`config.mk`:
```
export PLATFORM = sky130hd
export DESIGN_NAME = rose_engine_flat
export DESIGN_NICKNAME = d
export VERILOG_FILES = /design/src/hdl/rose_pkg.sv /design/src/hdl/rose_if.sv /design/src/hdl/rose_engine.sv /design/src/flat_wrapper.sv
export SDC_FILE = /design/constraint.sdc
export NUM_CORES = 1
export LEC_CHECK = 0
export BUFFER_PORTS_ARGS = -buffer_cell sky130_fd_sc_hd__buf_2
export CAP_MARGIN = 20
export CORE_MARGIN = 5
export CORE_UTILIZATION = 50
export DETAILED_ROUTE_END_ITERATION = 8
export HOLD_SLACK_MARGIN = 0.05
export PLACE_DENSITY = 0.72
export SLEW_MARGIN = 20
export SYNTH_ARGS = -nofsm -noshare
export SYNTH_HDL_FRONTEND = slang
export SYNTH_SLANG_ARGS = --single-unit
```
`constraint.sdc`:
```
create_clock -name clk -period 8.5 [get_ports clk]
set_input_delay 1.7 -clock clk [delete_from_list [all_inputs] [get_ports clk]]
set_output_delay 1.7 -clock clk [all_outputs]
set_load 0.005 [all_outputs]
```
`src/hdl/rose_pkg.sv`:
```
// rose_pkg: shared types, codes and constants for the range order statistics unit
// no dependencies; compiled first
`default_nettype none

package rose_pkg;

  // fixed field widths
  localparam int DATA_W    = 32;
  localparam int POS_W     = 10;
  localparam int OP_W      = 3;
  localparam int DEPTH_DEF = 1024;

  // operation codes
  localparam logic [OP_W-1:0] OP_WRITE = 3'd0;
  localparam logic [OP_W-1:0] OP_RANK  = 3'd1;
  localparam logic [OP_W-1:0] OP_KTH   = 3'd2;
  localparam logic [OP_W-1:0] OP_PRED  = 3'd3;
  localparam logic [OP_W-1:0] OP_SUCC  = 3'd4;

  // input transaction payload
  typedef struct packed {
    logic [OP_W-1:0]          operation;
    logic [POS_W-1:0]         left_pos;
    logic [POS_W-1:0]         right_pos;
    logic signed [DATA_W-1:0] operand_value;
  } in_item_t;

  // result transaction payload
  typedef struct packed {
    logic signed [DATA_W-1:0] answer;
    logic                     found;
  } out_item_t;

  // query sequencer states
  typedef enum logic [2:0] {
    ST_IDLE,
    ST_MID,
    ST_SCAN,
    ST_TAIL,
    ST_EVAL,
    ST_DONE
  } rose_state_t;

endpackage

`default_nettype wire

```
`src/hdl/rose_if.sv`:
```
// rose_if: valid/ready channel interfaces for input and result transactions
// depends on rose_pkg
`default_nettype none

interface rose_in_if import rose_pkg::*; ();
  logic     valid;
  logic     ready;
  in_item_t payload;

  modport source (output valid, output payload, input ready);
  modport sink   (input valid, input payload, output ready);
endinterface


`default_nettype wire

```
`src/hdl/rose_engine.sv`:
```
// rose_engine: query sequencer; scans the store once per pass and folds each entry
// depends on rose_pkg, rose_if; drives the ports of rose_mem
`default_nettype none

module rose_engine import rose_pkg::*; #(
  parameter int DEPTH = DEPTH_DEF,
  parameter int AW    = $clog2(DEPTH)
) (
  input  wire logic                     clk,
  input  wire logic                     rst_n,
  rose_in_if.sink                       in_chan,
  output logic                          res_valid,
  input  wire logic                     res_ready,
  output out_item_t                     res_item,
  output logic                          mem_wr_en,
  output logic [AW-1:0]                 mem_wr_addr,
  output logic signed [DATA_W-1:0]      mem_wr_data,
  output logic                          mem_rd_en,
  output logic [AW-1:0]                 mem_rd_addr,
  input  wire logic signed [DATA_W-1:0] mem_rd_data
);

  // position width covers both the field and the store address
  localparam int XW   = (POS_W > AW) ? POS_W : AW;
  localparam int LIMW = XW + 1;
  localparam logic [LIMW-1:0] DEPTH_L = LIMW'(DEPTH);
  localparam logic [XW-1:0]   LAST_X  = XW'(DEPTH - 1);

  rose_state_t state_r, state_nxt;
  logic [OP_W-1:0]          op_r, op_nxt;
  logic [XW-1:0]            lo_r, lo_nxt;
  logic [XW-1:0]            hi_r, hi_nxt;
  logic [XW-1:0]            addr_r, addr_nxt;
  logic signed [DATA_W-1:0] x_r, x_nxt;
  logic signed [DATA_W-1:0] a_r, a_nxt;
  logic signed [DATA_W-1:0] b_r, b_nxt;
  logic signed [DATA_W-1:0] m_r, m_nxt;
  logic signed [DATA_W-1:0] best_r, best_nxt;
  logic                     bfound_r, bfound_nxt;
  logic [LIMW-1:0]          cnt_r, cnt_nxt;
  logic                     pend_r, pend_nxt;
  out_item_t                res_r, res_nxt;

  logic                     accept;
  logic [XW-1:0]            in_lo, in_hi_raw, in_hi;
  logic                     in_empty;
  logic [LIMW-1:0]          in_total;
  logic                     k_ok;
  logic signed [DATA_W-1:0] v;
  logic                     hit;
  logic [DATA_W:0]          span;
  logic [DATA_W:0]          mid_sum;

  assign in_chan.ready = (state_r == ST_IDLE);
  assign accept        = in_chan.valid && in_chan.ready;

  // decode incoming range: clip the end, detect an empty range, check k
  always_comb begin
    in_lo     = XW'(in_chan.payload.left_pos);
    in_hi_raw = XW'(in_chan.payload.right_pos);
    in_hi     = ({1'b0, in_hi_raw} >= DEPTH_L) ? LAST_X : in_hi_raw;
    in_empty  = ({1'b0, in_lo} >= DEPTH_L) || (in_lo > in_hi);
    in_total  = {1'b0, in_hi} - {1'b0, in_lo} + LIMW'(1);
    k_ok      = (in_chan.payload.operand_value > 32'sd0) &&
                ($unsigned(in_chan.payload.operand_value) <= 32'(in_total));
  end

  // write path straight from the input transaction
  assign mem_wr_en   = accept && (in_chan.payload.operation == OP_WRITE) &&
                       ({1'b0, in_lo} < DEPTH_L);
  assign mem_wr_addr = in_lo[AW-1:0];
  assign mem_wr_data = in_chan.payload.operand_value;

  // scan read port
  assign mem_rd_en   = (state_r == ST_SCAN);
  assign mem_rd_addr = addr_r[AW-1:0];

  // per-entry compare and bisection midpoint
  always_comb begin
    v       = mem_rd_data;
    hit     = (op_r == OP_KTH) ? (v <= m_r) : (v < x_r);
    span    = {b_r[DATA_W-1], b_r} - {a_r[DATA_W-1], a_r};
    mid_sum = {a_r[DATA_W-1], a_r} + (span >> 1);
  end

  // next state and datapath
  always_comb begin
    state_nxt  = state_r;
    op_nxt     = op_r;
    lo_nxt     = lo_r;
    hi_nxt     = hi_r;
    addr_nxt   = addr_r;
    x_nxt      = x_r;
    a_nxt      = a_r;
    b_nxt      = b_r;
    m_nxt      = m_r;
    best_nxt   = best_r;
    bfound_nxt = bfound_r;
    cnt_nxt    = cnt_r;
    pend_nxt   = (state_r == ST_SCAN);
    res_nxt    = res_r;
    res_valid  = 1'b0;

    // fold the entry read in the previous cycle
    if (pend_r) begin
      if (hit) begin
        cnt_nxt = cnt_r + LIMW'(1);
      end
      if (op_r == OP_PRED) begin
        if ((v < x_r) && (!bfound_r || (v > best_r))) begin
          best_nxt   = v;
          bfound_nxt = 1'b1;
        end
      end else if (op_r == OP_SUCC) begin
        if ((v > x_r) && (!bfound_r || (v < best_r))) begin
          best_nxt   = v;
          bfound_nxt = 1'b1;
        end
      end
    end

    unique case (state_r)
      ST_IDLE: begin
        if (accept) begin
          op_nxt     = in_chan.payload.operation;
          lo_nxt     = in_lo;
          hi_nxt     = in_hi;
          addr_nxt   = in_lo;
          x_nxt      = in_chan.payload.operand_value;
          cnt_nxt    = '0;
          bfound_nxt = 1'b0;
          a_nxt      = {1'b1, {(DATA_W-1){1'b0}}};
          b_nxt      = {1'b0, {(DATA_W-1){1'b1}}};
          case (in_chan.payload.operation) inside
            OP_RANK, OP_KTH, OP_PRED, OP_SUCC: begin
              if (in_empty || ((in_chan.payload.operation == OP_KTH) && !k_ok)) begin
                res_nxt.found  = (in_chan.payload.operation == OP_RANK);
                res_nxt.answer = (in_chan.payload.operation == OP_RANK) ? 32'sd1 : 32'sd0;
                state_nxt      = ST_DONE;
              end else if (in_chan.payload.operation == OP_KTH) begin
                state_nxt = ST_MID;
              end else begin
                state_nxt = ST_SCAN;
              end
            end
            default: begin
              // write or unused code: nothing further
              state_nxt = ST_IDLE;
            end
          endcase
        end
      end

      // bisection step: finished interval or start a counting pass
      ST_MID: begin
        if (a_r == b_r) begin
          res_nxt.answer = a_r;
          res_nxt.found  = 1'b1;
          state_nxt      = ST_DONE;
        end else begin
          m_nxt     = mid_sum[DATA_W-1:0];
          cnt_nxt   = '0;
          addr_nxt  = lo_r;
          state_nxt = ST_SCAN;
        end
      end

      // issue one read per cycle over lo..hi
      ST_SCAN: begin
        addr_nxt = XW'(addr_r + XW'(1));
        if (addr_r == hi_r) begin
          state_nxt = ST_TAIL;
        end
      end

      // last read data is folded here
      ST_TAIL: begin
        state_nxt = ST_EVAL;
      end

      ST_EVAL: begin
        case (op_r)
          OP_KTH: begin
            if (32'(cnt_r) >= $unsigned(x_r)) begin
              b_nxt = m_r;
            end else begin
              a_nxt = m_r + 32'sd1;
            end
            state_nxt = ST_MID;
          end
          OP_RANK: begin
            res_nxt.answer = $signed(32'(cnt_r) + 32'd1);
            res_nxt.found  = 1'b1;
            state_nxt      = ST_DONE;
          end
          default: begin
            res_nxt.answer = bfound_r ? best_r : 32'sd0;
            res_nxt.found  = bfound_r;
            state_nxt      = ST_DONE;
          end
        endcase
      end

      // hand the result to the output register
      ST_DONE: begin
        res_valid = 1'b1;
        if (res_ready) begin
          state_nxt = ST_IDLE;
        end
      end

      default: begin
        state_nxt = ST_IDLE;
      end
    endcase
  end

  // control registers
  always_ff @(posedge clk) begin
    if (!rst_n) begin
      state_r <= ST_IDLE;
      pend_r  <= 1'b0;
    end else begin
      state_r <= state_nxt;
      pend_r  <= pend_nxt;
    end
  end

  // datapath registers
  always_ff @(posedge clk) begin
    op_r     <= op_nxt;
    lo_r     <= lo_nxt;
    hi_r     <= hi_nxt;
    addr_r   <= addr_nxt;
    x_r      <= x_nxt;
    a_r      <= a_nxt;
    b_r      <= b_nxt;
    m_r      <= m_nxt;
    best_r   <= best_nxt;
    bfound_r <= bfound_nxt;
    cnt_r    <= cnt_nxt;
    res_r    <= res_nxt;
  end

  assign res_item = res_r;

endmodule

`default_nettype wire

```
`src/flat_wrapper.sv`:
```
// flat-port wrapper written by rule: the top's interface ports become plain ports
module rose_engine_flat import rose_pkg::*;
#(
  parameter int DEPTH = DEPTH_DEF,
  parameter int AW    = $clog2(DEPTH)
)
  (clk, rst_n, res_valid, res_ready, res_item, mem_wr_en, mem_wr_addr, mem_wr_data, mem_rd_en, mem_rd_addr, mem_rd_data, in_chan_valid, in_chan_payload, in_chan_ready);
  rose_in_if in_chan_i ();
  input  wire logic clk;
  input  wire logic rst_n;
  output logic res_valid;
  input  wire logic res_ready;
  output out_item_t res_item;
  output logic mem_wr_en;
  output logic [AW-1:0] mem_wr_addr;
  output logic signed [DATA_W-1:0] mem_wr_data;
  output logic mem_rd_en;
  output logic [AW-1:0] mem_rd_addr;
  input  wire logic signed [DATA_W-1:0] mem_rd_data;
  input wire logic [$bits(in_chan_i.valid)-1:0] in_chan_valid;
  input wire logic [$bits(in_chan_i.payload)-1:0] in_chan_payload;
  output wire logic [$bits(in_chan_i.ready)-1:0] in_chan_ready;
  assign in_chan_i.valid = in_chan_valid;
  assign in_chan_i.payload = in_chan_payload;
  assign in_chan_ready = in_chan_i.ready;
  rose_engine #(.DEPTH(DEPTH), .AW(AW)) u_core (.clk(clk), .rst_n(rst_n), .in_chan(in_chan_i), .res_valid(res_valid), .res_ready(res_ready), .res_item(res_item), .mem_wr_en(mem_wr_en), .mem_wr_addr(mem_wr_addr), .mem_wr_data(mem_wr_data), .mem_rd_en(mem_rd_en), .mem_rd_addr(mem_rd_addr), .mem_rd_data(mem_rd_data));
endmodule
```
Word-level counts from Yosys, hierarchy flattened
Cells that the tools add are included.

Logic and storage cells: 133. Register bits: 242. Output and inout bits: 89.

$lt $le $gt $ge: 9. Bitwise operators: 1. Add/sub/neg operators: 8. Equal/unequal tests: 27. Reduce and logical (&&, ||, !) cells: 27. Muxes and demuxes: 46.

Operators by type and width (count): $mux W32 (11); $mux W33 (4); $pmux W32 S2 (2); $pmux W33 S3 (1); $pmux W33 S2 (1); $gt A32 B32 Y1 (2); $lt A32 B32 Y1 (2); $mux W11 (4); $sub A32 B32 Y33 (1); $add A32 B2 Y32 const B (1); $add A32 B32 Y32 (1); $eq A32 B32 Y1 (1); $ge A11 B32 Y1 (1); $gt A32 B1 Y1 const B (1); $le A32 B11 Y1 (1); $le A32 B32 Y1 (1); $pmux W10 S3 (1); $add A11 B1 Y11 const B (2); $pmux W11 S2 (1); $mux W3 (7); $mux W10 (2); $eq A3 B2 Y1 const B (6); $pmux W3 S6 (1); $ne A2 B2 Y1 const B (8); other kinds (22) (55).

Depth between registers and ports, before layout
Word-level depth: 11. Gate-level depth with buffers: 23.

Worst setup path after synthesis
No wires, ideal clock.

Path type: input -> register. Start: input port in_chan_payload[34]. End: register u_core.res_r (netlist bit u_core.res_item[0]) (enable). Data arrival time: 7.369 ns. Slack: 0.653 ns. Library setup time: 0.478 ns. Cell stages on the path: 20. Data required time: 8.022 ns. Path through: inv_1 > ha_1 > ha_1 > a221oi_1 > nor3b_1 > o21a_1 > o21ai_0 > nand2b_1 > a21oi_1 > o21bai_1 > a21oi_1 > xnor2_1 > ha_1 > nand3_1 > or3_1 > a32oi_1 > o21bai_1 > o311ai_0 > nand2_1 > a221oi_1.

Longest elaborated chain between the ends: 9.

RTL lines: start, declared (line flat_wrapper.sv:21) `input wire logic [$bits(in_chan_i.payload)-1:0] in_chan_payload;`; $sub A10 B10 Y11 (line rose_engine.sv:63) `in_total = {1'b0, in_hi} - {1'b0, in_lo} + LIMW'(1);`; $add A11 B1 Y11 (line rose_engine.sv:63); $le A32 B11 Y1 (line rose_engine.sv:65) `($unsigned(in_chan.payload.operand_value) <= 32'(in_total));`; $logic_and A1 B1 Y1 (line rose_engine.sv:64) `k_ok = (in_chan.payload.operand_value > 32'sd0) &&`; $logic_not A1 Y1 (line rose_engine.sv:136) `if (in_empty || ((in_chan.payload.operation == OP_KTH) && !k_ok)) begin`; $logic_and A1 B1 Y1 (line rose_engine.sv:136); $logic_or A1 B1 Y1 * (line rose_engine.sv:136); $ne A2 B2 Y1 (no source line) *; $reduce_and A6 Y1 (no source line) *; end signal, assigned (line rose_engine.sv:242) `res_r <= res_nxt;`; end, declared (line rose_engine.sv:42) `out_item_t res_r, res_nxt;`.

Every way passes the cells marked *; elsewhere a longest branch is shown, timed or not. A chain may end at the register's enable or synchronous reset.

Final worst setup path
Ends and elaborated chain as after synthesis.

==> reports/qor.csv <==
stage;metric;value;unit
critical_path;cp_cell_sequence;buf_2, inv_1, ha_1, ha_1, a221oi_1, nor3b_1, o21a_1, o21ai_0, nand2b_1, a21oi_1, o21bai_1, a21oi_1, xnor2_1, ha_1, nand3_1, nor3_1, a2111oi_0, a32oi_1, o21bai_1, o311ai_0, nand2_1, a221oi_4, buf_4;
flow_run;drv_cap;0;
floorplan;core-area;0.0337;mm²
synth;seq_area_frac_synth;41.5;%
place;dpl-instance-area;0.0183;mm²
cells_and_area;drive_above_1_share;14.6;%
synth;ys_warn_count;0;
routing;drt-total-wl;47900;µm
timing;skew;0.0145;ns
synth;syn_area;0.0171;mm²
synth;ys_async_sr_fraction;0;%
synth;synth_area_leaders;edfxtp_1 40%, ha_1 15%, xnor2_1 4.9%;
power_and_ir_drop;p_leak;8.09;nW
timing;tns;0;ns
synth;syn_nets;2019;
clock_tree;postCtsSetupRepairBufs;0;
place;dp_cells;2276;
critical_path;endpoint_kind;register;
synth;syn-instance-count;1713;
place;dp_hpwl;37100;µm
timing;slew-limit-headroom;25.8;%
synth;synth_fa_ha_area_share;15.9;%
floorplan;start_util;50.9;%
run_status;outcome;finished clean;
floorplan;rows;67;
routing;drtIter0Drc;1033;
grt;overflow;0;
worst_hold_path;worstHoldPathCells;2;
critical_path;crit_required;8.68;ns
floorplan;ios;180;
grt;grt_pass1_wl;74200;µm
critical_path;slowest_stage;buf_4;
synth;synth_top_area_share;39.6;%
power_and_ir_drop;vdd_drop_max;0.190;mV
timing;max_slew.worst_pin.slew;1.11;ns
cells_and_area;fill_cells;2899;
clock_tree;insertion_delay;0.55;ns
floorplan;die_w;195;µm
timing;drv_slew;0;
synth;synth-compound-area-share;16.5;%
floorplan;fp.dieH;195;µm
critical_path;crit_top_cell;ha_1;
grt;grt_pass1_vias;13500;
clock_tree;cts_htree_levels;1;
clock_tree;clkTransAtPathRegs;0.06;ns
place;port_buffers;179;
synth;synth.area.mux_share;0.182;%
timing;setup_viol;0;
cells_and_area;nets;2164;
synth;yosys.area_share.xor_xnor;5.93;%
cells_and_area;fin_cells;2331;
synth;synth_common_cells;226 x edfxtp_1, 211 x ha_1, 180 x inv_1;
cells_and_area;multi_input_area;0.00896;mm²
grt;antenna_found_initial;7;
cells_and_area;fin_area;0.0192;mm²
critical_path;worst-r2r-cell-count;21;
critical_path;crit_type;in -> reg;
critical_path;cp_max_fo;33;
cells_and_area;regArea;0.00711;mm²
synth;ys_types;89;
grt;grt_max_degree;41;
clock_tree;holdBufCountCts;0;
place;place.gp.congestion;0.923;
clock_tree;cts_sinks;242;
routing;drc_errors;0;
clock_tree;cts_resized;0;
clock_tree;clock_path_buffers;3;
cells_and_area;area_growth;12.3;%
power_and_ir_drop;powerDensity;282;mW/mm²
clock_tree;clk_root_buffer_cell;clkbuf_16;
worst_hold_path;hp-class;reg -> reg;
routing;routedWlPerCell;20.6;µm
synth;yosysMostFrequentCell;edfxtp_1;
critical_path;path_depth;23;
grt;grt_use_total;24.2;%
synth;dominantRegCellSynth;edfxtp_1;
routing;drt.antenna.violating_nets;0;
clock_tree;numCtsBuffers;28;
routing;vias;13700;
synth;synth_edf_count;226;
timing;period_share;70.4;%
clock_tree;cts_tree;done;
synth;yosys_register_bits;242;
critical_path;crit_family;compound AO/OA/AOI/OAI gates;
critical_path;start_kind;input port;
routing;routed_via_density;5.89;
timing;rsz0062_at_grt;false;
timing;finalCriticalPeriod;5.98;ns
synth;yosys.area.top_type;edfxtp_1;
critical_path;slowest_delay;0.48;ns
timing;fmax;167;MHz
floorplan;dieArea;0.0381;mm²
synth;syn_avg_cell_area;10.0;µm²
routing;first_pass_iters;5;
synth;synth-simple-area-share;13.5;%
critical_path;cp.arrival;6.16;ns
critical_path;crit_buf_inv;3;
synth;synth_top_family_by_area;compound AO/OA/AOI/OAI gates;
timing;hold_violations;0;
[cell usage in the layout (no fill, tap or decap), types with 12 or more instances in the layout]
cell / n
nand3_1: 22
nor3_1: 32
o21a_1: 22
inv_1: 179
buf_4: 12
o21bai_1: 15
nand2_1: 138
xor2_1: 21
edfxtp_1: 226
ha_1: 211
a21oi_1: 101
o21ai_0: 82
nand2b_1: 17
buf_2: 179
and3_1: 19
clkbuf_16: 29
dfxtp_1: 16
xnor2_1: 95
nand4_1: 50
nor4_1: 15
nor2_1: 105
a22oi_1: 12
a21o_1: 66
[tightest hold or removal path: cells and delay by family (launching register included)]
kind	cells	cell delay, ns
DFF	1	0.34
and+or+nand+nor	1	0.07
muxes	1	0.06
[final timing paths]
check,startpoint,to,slack (ns)
worst min register to register,u_core.cnt_r[1],u_core.cnt_r[1],0.51
worst min-delay path,u_core.cnt_r[1],u_core.cnt_r[1],0.51
worst max register to register,u_core.a_r[1],u_core.m_r[30],3.15
worst max-delay path,in_chan_payload[34],u_core.res_item[0],2.52
[routing by layer]
layer / global-route usage (%) / wire, µm / vias to the layer above
met2: 41.4 / 22600 / 568
met1: 32.0 / 20000 / 6527
met5: 0 / 54 / -
li1: - / - / 6516
met3: 3.96 / 3860 / 102
met4: 6.65 / 1410 / 8
[state kept, by name, summed over array words and instances, names as in the netlist]
| register | flops |
|---|---|
| u_core.res_item | 33 |
| u_core.a_r | 32 |
| u_core.b_r | 32 |
| u_core.best_r | 32 |
| u_core.m_r | 32 |
| u_core.x_r | 32 |
| u_core.cnt_r | 11 |
| u_core.hi_r | 10 |
| u_core.lo_r | 10 |
| u_core.mem_rd_addr | 10 |
| u_core.op_r | 3 |
| u_core.state_r | 3 |
| u_core.bfound_r | 1 |
| u_core.pend_r | 1 |
[layout make-up]
type / instances / share of cell area [%]
well taps: 448 / 2.91
inverters: 180 / 3.51
diodes: 3 / 0.0390
repair buffers: 191 / 5.12
clock buffers: 38 / 4.00
flip-flops and latches: 242 / 36.9
multi-input cells: 1215 / 46.6
clock inverters: 14 / 0.917
[stage by stage]
step / total power, mW / util, % / setup slack (ns) / hold slack, ns
floorplan: 3.47 / - / 0.653 / 0.464
global placement: 4.08 / 54.3 / 2.08 / 0.492
detailed placement: 4.13 / 54.3 / 2.01 / 0.509
CTS: 5.40 / 57.1 / 2.56 / 0.515
global route: 5.73 / 57.1 / 2.09 / 0.557
finish: 5.42 / 57.1 / 2.52 / 0.510
[cell families (layout without fill, tap and decap cells)]
logic type               after synthesis  in the layout
AO/OA/AOI/OAI                        417            417
XOR/XNOR                             116            116
adder cells (fa/ha/maj)              216            216
buffers and inverters                256            423
flip-flops                           242            242
multiplexers                           3              3
other                                  0              3
AND/OR/NAND/NOR                      463            463
[power by group]
group,internal (mW),switching [mW]
Combinational,0.924,1.46
Sequential,1.66,0.142
Clock,0.754,0.491
Power figures use the tool's default switching activity.
